<file path="src/hdl/stick_zone_quantizer_top_assert.svh">
// Assertion macros shared by the stick zone quantizer RTL.
`ifndef STICK_ZONE_QUANTIZER_TOP_ASSERT_SVH
`define STICK_ZONE_QUANTIZER_TOP_ASSERT_SVH

// Same-cycle implication, sampled on clock and disabled in reset.
`define SZQ_ASSERT_IMPL(label, ante, cons, msg) \
   label: assert property (@(posedge clock) disable iff (reset) (ante) |-> (cons)) \
      else $error(msg);

// Next-cycle implication, sampled on clock and disabled in reset.
`define SZQ_ASSERT_NEXT(label, ante, cons, msg) \
   label: assert property (@(posedge clock) disable iff (reset) (ante) |=> (cons)) \
      else $error(msg);

`endif

</file>
<file path="src/hdl/szq_pkg.sv">
// Types and constants of the stick zone quantizer.
`timescale 1ns / 1ps
`default_nettype none

package szq_pkg;

   // Width of the per-stick hold counters.
   localparam int HOLD_COUNT_BITS = 8;
   localparam int STABLE_FRAMES_W = 8;
   localparam int HOLD_CMP_W =
      (HOLD_COUNT_BITS > STABLE_FRAMES_W) ? HOLD_COUNT_BITS : STABLE_FRAMES_W;

   // Configuration port geometry.
   localparam int CSR_ADDR_W = 4;
   localparam int CSR_DATA_W = 32;

   // Zone geometry in Q15.
   localparam int BOUND_HALF  = 16384;
   localparam int HALF_WIDTH  = 8192;
   localparam int CENTRE_ZONE0 = -24576;

   // Register indexes of the configuration port.
   typedef enum logic [1:0] {
      REG_DEADZONE      = 2'd0,
      REG_HYSTERESIS    = 2'd1,
      REG_STABLE_FRAMES = 2'd2
   } reg_index_type;

   typedef logic signed [15:0] axis_type;
   typedef logic [1:0]         zone_type;
   typedef logic [13:0]        conf_type;

   // One input beat: four raw Q15 axes.
   typedef struct packed {
      axis_type left_x;
      axis_type left_y;
      axis_type right_x;
      axis_type right_y;
   } req_type;

   // One result beat.
   typedef struct packed {
      zone_type left_zone_x;
      zone_type left_zone_y;
      zone_type right_zone_x;
      zone_type right_zone_y;
      conf_type left_confidence;
      conf_type right_confidence;
      logic     left_stable;
      logic     right_stable;
   } rsp_type;

endpackage

`default_nettype wire

</file>
<file path="src/hdl/stick_zone_quantizer_top.sv">
// Stick zone quantizer: deadzone, four-zone hysteresis quantizer, confidence and stability.
// Path: an accepted beat is registered in s1_data_ff, its result in rsp_data_ff.
// Throughput: one beat per cycle without rsp_stall; prior axes and zones update per beat.
// The only loop is the previous-sample state.
// Reset (synchronous): config to defaults; valids, previous axes, zones, counters to zero.
// Nothing needs a clearing pass; the block accepts beats right after reset.
`timescale 1ns / 1ps
`default_nettype none
`include "stick_zone_quantizer_top_assert.svh"

module stick_zone_quantizer_top (
   input  logic                             clock,
   input  logic                             reset,
   input  logic                             req_valid,
   output logic                             req_stall,
   input  szq_pkg::req_type                 req_data,
   output logic                             rsp_valid,
   input  logic                             rsp_stall,
   output szq_pkg::rsp_type                 rsp_data,
   input  logic                             psel,
   input  logic                             penable,
   input  logic                             pwrite,
   input  logic [szq_pkg::CSR_ADDR_W-1:0]   paddr,
   input  logic [szq_pkg::CSR_DATA_W-1:0]   pwdata,
   output logic [szq_pkg::CSR_DATA_W-1:0]   prdata,
   output logic                             pready
);
   import szq_pkg::*;

   localparam logic signed [17:0] BoundS = 18'(BOUND_HALF);
   localparam logic signed [17:0] HalfS  = 18'(HALF_WIDTH);
   localparam logic [HOLD_COUNT_BITS-1:0] HoldMax = '1;

   // Configuration registers.
   logic [14:0]                deadzone_ff;
   logic [14:0]                hysteresis_ff;
   logic [STABLE_FRAMES_W-1:0] stable_frames_ff;

   // Pipeline registers.
   logic    s1_valid_ff;
   req_type s1_data_ff;
   logic    rsp_valid_ff;
   rsp_type rsp_data_ff;

   // State carried from beat to beat.
   axis_type                   prev_raw_ff  [4];
   zone_type                   zone_hist_ff [4];
   logic [HOLD_COUNT_BITS-1:0] hold_cnt_ff  [2];
   logic [HOLD_COUNT_BITS-1:0] hold_cnt_in  [2];

   // Handshake.
   logic    s1_load;
   logic    s2_load;
   logic    s1_valid_in;
   logic    rsp_valid_in;
   logic    cfg_write;
   rsp_type rsp_data_in;

   // Per-axis datapath.
   axis_type          raw        [4];
   logic signed [17:0] raw_ext   [4];
   logic signed [17:0] dzd       [4];
   logic signed [17:0] dist_min  [4];
   zone_type          zone_dz    [4];
   zone_type          zone_prev  [4];
   zone_type          zone_new   [4];
   conf_type          conf_axis  [4];
   logic              stable_new [2];
   conf_type          conf_stick [2];

   function automatic zone_type zone_of(input logic signed [17:0] a);
      zone_type z;
      if (a < -BoundS) begin
         z = 2'd0;
      end else if (a < 18'sd0) begin
         z = 2'd1;
      end else if (a < BoundS) begin
         z = 2'd2;
      end else begin
         z = 2'd3;
      end
      return z;
   endfunction

   function automatic logic signed [17:0] abs18(input logic signed [17:0] v);
      return (v < 18'sd0) ? -v : v;
   endfunction

   function automatic logic signed [17:0] centre_of(input zone_type z);
      return 18'(CENTRE_ZONE0) + $signed({2'b00, z, 14'd0});
   endfunction

   // Handshake: the input register drains into the result register.
   assign s2_load      = s1_valid_ff && (!rsp_valid_ff || !rsp_stall);
   assign req_stall    = s1_valid_ff && !s2_load;
   assign s1_load      = req_valid && !req_stall;
   assign s1_valid_in  = s1_load || (s1_valid_ff && !s2_load);
   assign rsp_valid_in = s2_load || (rsp_valid_ff && rsp_stall);
   assign rsp_valid    = rsp_valid_ff;
   assign rsp_data     = rsp_data_ff;

   // Configuration port: a write lands in the access phase.
   assign pready    = 1'b1;
   assign cfg_write = psel && penable && pwrite && pready;

   always_comb begin
      case (reg_index_type'(paddr[3:2]))
         REG_DEADZONE:      prdata = CSR_DATA_W'(deadzone_ff);
         REG_HYSTERESIS:    prdata = CSR_DATA_W'(hysteresis_ff);
         REG_STABLE_FRAMES: prdata = CSR_DATA_W'(stable_frames_ff);
         default:           prdata = '0;
      endcase
   end

   // Unpack the registered beat.
   assign raw[0] = s1_data_ff.left_x;
   assign raw[1] = s1_data_ff.left_y;
   assign raw[2] = s1_data_ff.right_x;
   assign raw[3] = s1_data_ff.right_y;

   // Deadzone, zoning, hysteresis and per-axis confidence.
   always_comb begin
      for (int i = 0; i < 4; i++) begin
         raw_ext[i] = 18'(raw[i]);
         if ((raw_ext[i] > -$signed({3'b000, deadzone_ff}))
             && (raw_ext[i] < $signed({3'b000, deadzone_ff}))) begin
            dzd[i] = 18'sd0;
         end else begin
            dzd[i] = raw_ext[i];
         end
         zone_dz[i]   = zone_of(dzd[i]);
         zone_prev[i] = zone_of(18'(prev_raw_ff[i]));

         // Distance to the nearest inner boundary.
         dist_min[i] = abs18(dzd[i] + BoundS);
         if (abs18(dzd[i]) < dist_min[i]) begin
            dist_min[i] = abs18(dzd[i]);
         end
         if (abs18(dzd[i] - BoundS) < dist_min[i]) begin
            dist_min[i] = abs18(dzd[i] - BoundS);
         end

         if ((prev_raw_ff[i] != '0) && (zone_prev[i] != zone_dz[i])
             && (dist_min[i] < $signed({3'b000, hysteresis_ff}))) begin
            zone_new[i] = zone_prev[i];
         end else begin
            zone_new[i] = zone_dz[i];
         end

         // Closeness of the raw axis to its zone centre.
         if (abs18(raw_ext[i] - centre_of(zone_new[i])) >= HalfS) begin
            conf_axis[i] = '0;
         end else begin
            conf_axis[i] = 14'(HalfS - abs18(raw_ext[i] - centre_of(zone_new[i])));
         end
      end
   end

   // Per-stick confidence, hold counter and stable flag.
   always_comb begin
      for (int s = 0; s < 2; s++) begin
         conf_stick[s] = 14'(({1'b0, conf_axis[2*s]} + {1'b0, conf_axis[2*s+1]}) >> 1);
         if ((zone_new[2*s] == zone_hist_ff[2*s])
             && (zone_new[2*s+1] == zone_hist_ff[2*s+1])) begin
            hold_cnt_in[s] = (hold_cnt_ff[s] == HoldMax) ? hold_cnt_ff[s]
                                                         : hold_cnt_ff[s] + 1'b1;
         end else begin
            hold_cnt_in[s] = '0;
         end
         stable_new[s] = HOLD_CMP_W'(hold_cnt_in[s]) >= HOLD_CMP_W'(stable_frames_ff);
      end
   end

   // Assemble the result beat.
   always_comb begin
      rsp_data_in.left_zone_x      = zone_new[0];
      rsp_data_in.left_zone_y      = zone_new[1];
      rsp_data_in.right_zone_x     = zone_new[2];
      rsp_data_in.right_zone_y     = zone_new[3];
      rsp_data_in.left_confidence  = conf_stick[0];
      rsp_data_in.right_confidence = conf_stick[1];
      rsp_data_in.left_stable      = stable_new[0];
      rsp_data_in.right_stable     = stable_new[1];
   end

   // Control, configuration and carried state.
   always_ff @(posedge clock) begin
      if (reset) begin
         s1_valid_ff      <= 1'b0;
         rsp_valid_ff     <= 1'b0;
         deadzone_ff      <= 15'd3277;
         hysteresis_ff    <= 15'd1638;
         stable_frames_ff <= 8'd3;
         for (int i = 0; i < 4; i++) begin
            prev_raw_ff[i]  <= '0;
            zone_hist_ff[i] <= '0;
         end
         hold_cnt_ff[0] <= '0;
         hold_cnt_ff[1] <= '0;
      end else begin
         s1_valid_ff  <= s1_valid_in;
         rsp_valid_ff <= rsp_valid_in;
         if (cfg_write) begin
            case (reg_index_type'(paddr[3:2]))
               REG_DEADZONE:      deadzone_ff      <= pwdata[14:0];
               REG_HYSTERESIS:    hysteresis_ff    <= pwdata[14:0];
               REG_STABLE_FRAMES: stable_frames_ff <= pwdata[STABLE_FRAMES_W-1:0];
               default:           ;
            endcase
         end
         if (s2_load) begin
            for (int i = 0; i < 4; i++) begin
               prev_raw_ff[i]  <= raw[i];
               zone_hist_ff[i] <= zone_new[i];
            end
            hold_cnt_ff[0] <= hold_cnt_in[0];
            hold_cnt_ff[1] <= hold_cnt_in[1];
         end
      end
   end

   // Payload registers.
   always_ff @(posedge clock) begin
      if (s1_load) begin
         s1_data_ff <= req_data;
      end
      if (s2_load) begin
         rsp_data_ff <= rsp_data_in;
      end
   end

   // Checks on the pipeline and the carried state.
   `SZQ_ASSERT_IMPL(a_stall_needs_item, req_stall, s1_valid_ff, "stall with empty input stage")
   `SZQ_ASSERT_NEXT(a_advance_fills_result, s2_load, rsp_valid_ff, "advanced beat lost")
   `SZQ_ASSERT_IMPL(a_conf_bound, rsp_valid_ff,
      (rsp_data_ff.left_confidence <= 14'd8192) && (rsp_data_ff.right_confidence <= 14'd8192),
      "confidence above one")
   `SZQ_ASSERT_NEXT(a_hold_steps, s2_load,
      (hold_cnt_ff[0] == '0) || (hold_cnt_ff[0] == $past(hold_cnt_ff[0]) + 1'b1)
      || (hold_cnt_ff[0] == HoldMax), "hold counter jumped")
   `SZQ_ASSERT_NEXT(a_state_holds, !s2_load,
      $stable(hold_cnt_ff[1]) && $stable(zone_hist_ff[0]), "state moved without a beat")

endmodule

`default_nettype wire
</file>
<file path="config.mk">
export PLATFORM = sky130hd
export DESIGN_NAME = stick_zone_quantizer_top
export DESIGN_NICKNAME = d
export VERILOG_FILES = /design/src/hdl/szq_pkg.sv /design/src/hdl/stick_zone_quantizer_top.sv
export VERILOG_INCLUDE_DIRS = /design/src /design/src/hdl
export SDC_FILE = /design/constraint.sdc
export NUM_CORES = 1
export LEC_CHECK = 0
export BUFFER_PORTS_ARGS = -buffer_cell sky130_fd_sc_hd__buf_4
export CAP_MARGIN = 20
export CELL_PAD_IN_SITES_DETAIL_PLACEMENT = 1
export CELL_PAD_IN_SITES_GLOBAL_PLACEMENT = 1
export CORE_AREA = 5 5 212 296
export CTS_BUF_LIST = sky130_fd_sc_hd__clkbuf_8
export DETAILED_ROUTE_END_ITERATION = 7
export DIE_AREA = 0 0 217 301
export HOLD_SLACK_MARGIN = 0.05
export PLACE_DENSITY_LB_ADDON = 0.08
export RECOVER_POWER = 25
export SETUP_SLACK_MARGIN = 0.4
export SLEW_MARGIN = 40
export SYNTH_ARGS = -nofsm -noshare
export SYNTH_HDL_FRONTEND = slang
export SYNTH_SLANG_ARGS = --single-unit
</file>
<file path="constraint.sdc">
create_clock -name clock -period 33.2 [get_ports clock]
set_clock_uncertainty 0.1 [all_clocks]
set_input_delay 4.98 -clock clock [delete_from_list [all_inputs] [get_ports clock]]
set_output_delay 4.98 -clock clock [all_outputs]
set_load 0.02 [all_outputs]
</file>
==> flow_summary.json <==
{
  "critical_path_required_ps": 33480,
  "ios": 180,
  "combPwrFrac": 0.561,
  "power_mw": 1.49,
  "synth_top_cell_area_share": 0.186,
  "setup-tns-final_ps": 0,
  "dieWidth_um": 217,
  "htreeDepth": 2,
  "syn_area_mm2": 0.0307,
  "cts_buffer_depth": 3,
  "drt-total-wl_mm": 108,
  "synth_ff_type": "edfxtp_1",
  "postCtsSetupBuffers": 0,
  "fin_crit_sh": 0.635,
  "rsz0062_at_grt": "false",
  "ys_seq_area_frac": 0.212,
  "antenna_left": 0,
  "ys_ff_latch": 230,
  "synth_top_area_cell": "edfxtp_1",
  "grt_max_degree": 65,
  "die_y_um": 301,
  "drv_slew": 85,
  "routabilityCongestion": 0.966,
  "clkTransAtPathRegs_ps": 70,
  "p_seq_frac": 0.244,
  "arrival_ps": 21360,
  "crit_type": "reg -> reg",
  "fillerInstances": 7446,
  "drt-initial-drc-count": 1655,
  "p_switching_mw": 0.666,
  "startpoint_type": "register",
  "max-cap-violations": 2,
  "drive_gt1_frac": 0.0802,
  "die_area_mm2": 0.0653,
  "worstMarginPinSlew_ps": 3590,
  "grt_pass1_vias": 31435,
  "start_util": 0.516,
  "synth-edff-count": 190,
  "grt_pass1_wl_mm": 169,
  "numPortBuffers": 142,
  "synthTopCellsByArea": "edfxtp_1, ha_1, xnor2_1, nor2_1, a21oi_1",
  "fin_crit_ps": 21080,
  "clock-root-buffer": "clkbuf_8",
  "ctsResizeCount": 0,
  "routedWlPerCell_um": 22.7,
  "critical_path.max_fanout": 20,
  "synth_cell_type_count": 104,
  "cpPeakStageDelay_ps": 580,
  "gr-total-overflow": 0,
  "p_leak_nw": 14.7,
  "cts_buffers": 41,
  "dp_hpwl_mm": 84.7,
  "hp-class": "reg -> reg",
  "viasPerCell": 6.35,
  "avgSynthCellArea_um2": 7.88,
  "slew_headroom": -1.39,
  "crit_slowest_cell": "a311oi_1",
  "async_flop_share": 0,
  "fp-row-count": 106,
  "vias": 30341,
  "violations": "max-capacitance violations, max-slew violations",
  "switching_share": 0.446,
  "area.growth.synth_to_final_pct": 8.61,
  "cts_tree": "done",
  "p_int_mw": 0.827,
  "status": "finished with violations",
  "pwr-share-clk": 0.196,
  "yosys-top-cells-count": "nor2_1, ha_1, nand2_1, a21oi_1, inv_1",
  "powerDensity_mw_per_mm2": 44.8,
  "nets": 4546,
  "insertion_delay_ps": 650,
  "drc": 0,
  "cts_hold_buf": 0,
  "synth_most_common_cell": "nor2_1",
  "cp_common_cell": "a21o_1",
  "coreArea_mm2": 0.0595,
  "first_pass_iters": 5,
  "irDropWorstVdd_mv": 0.0368,
  "antenna_found_initial": 3,
  "syn_inst": 3898,
  "finalSetupViolCount": 0,
  "yosysWarnings": 0,
  "fmax_mhz": 47.4,
  "grt_use_total": 0.320,
  "hold_viol": 0,
  "end_kind": "register",
  "cts.sinks": 230
}
==> per-stage QoR <==
step                setup WS [ps]  utilization  std cells  hold slack (ps)  area, µm²
finish                      12120        0.560       4780              379      33300
global route                11240        0.560       4774              409      33300
CTS                         12430        0.560       4772              379      33400
detailed placement          12530        0.546       4697              370      32500
global placement            12940        0.546       4697              356      32500
floorplan                   16040            -       3918              349      30800
==> final timing paths <==
path / start / to / slack, ps / cells after the start
setup / recovery: deadzone_ff[1] / rsp_data[15] / 12120 / 80
hold / removal: hysteresis_ff[13] / hysteresis_ff[13] / 380 / 2
setup reg to reg: deadzone_ff[1] / rsp_data[15] / 12120 / 80
hold reg to reg: hysteresis_ff[13] / hysteresis_ff[13] / 380 / 2
==> power groups by stage <==
stage                     registers (mW)  logic (mW)  clock network, mW
after floorplan                    0.367       0.602                  0
after global placement             0.368       0.792                  0
after detailed placement           0.368       0.825                  0
after CTS                          0.362       0.833              0.299
after global routing               0.365       0.927              0.312
final                              0.364       0.837              0.292
==> layout make-up <==
cell class	instances	area (µm²)	share of cell area
Clock buffer	45	619	0.0186
Inverter	221	830	0.0249
Timing Repair Buffer	188	1370	0.0411
Clock inverter	30	240	0.00720
Antenna cell	8	20.0	0.000600
Tap cell	756	946	0.0284
Multi-Input combinational cell	3302	22800	0.684
Sequential cell	230	6510	0.195
==> placed cells by master, fill, tap and decap left out, types with 55 or more instances in the layout <==
master and n:
clkbuf_4 55, a21oi_1 282, xnor2_1 210, nor3_1 83, nand3_1 81, nand4_1 67, nor2b_1 63, xor2_1 78
o21ai_0 191, mux2i_1 64, ha_1 453, buf_4 120, edfxtp_1 190, a21o_1 120, nand2_1 367, nor2_1 484
inv_1 222
==> cell families after synthesis <==
logic type | count (synthesis) | share of synthesized area
compound gates | 981 | 0.208
xor+xnor | 297 | 0.0883
fa+ha+maj | 456 | 0.186
buf+inv | 386 | 0.0500
flops | 230 | 0.212
mux | 76 | 0.0256
other cells | 2 | 0.000245
simple gates | 1470 | 0.230
==> layer usage <==
metal,vias to the layer above,GRT usage,routed length (µm)
met5,-,0,0
met4,0,0.150,5650
met3,305,0.0371,5890
met2,924,0.577,53600
met1,14822,0.379,43300
li1,14290,-,-
==> worst max-delay path, delay by kind of cell, from the launching register on <==
family / cells / cell delay (ps)
AO/OA/AOI/OAI: 42 / 9740
AND/OR/NAND/NOR: 20 / 5240
adder cells (fa/ha/maj): 9 / 2650
buffers and inverters: 4 / 990
multiplexers: 3 / 980
XOR/XNOR: 2 / 740
flip-flops: 1 / 390
==> sequential cells by signal, summed over array words and instances, names as in the netlist <==
register and cells:
deadzone_ff 15, hold_cnt_ff 16, hysteresis_ff 15, prev_raw_ff 64, raw 64, rsp_data 38, rsp_valid 1, s1_valid_ff 1
stable_frames_ff 8, zone_hist_ff 8
No activity file was read; power rests on OpenSTA's default activity.
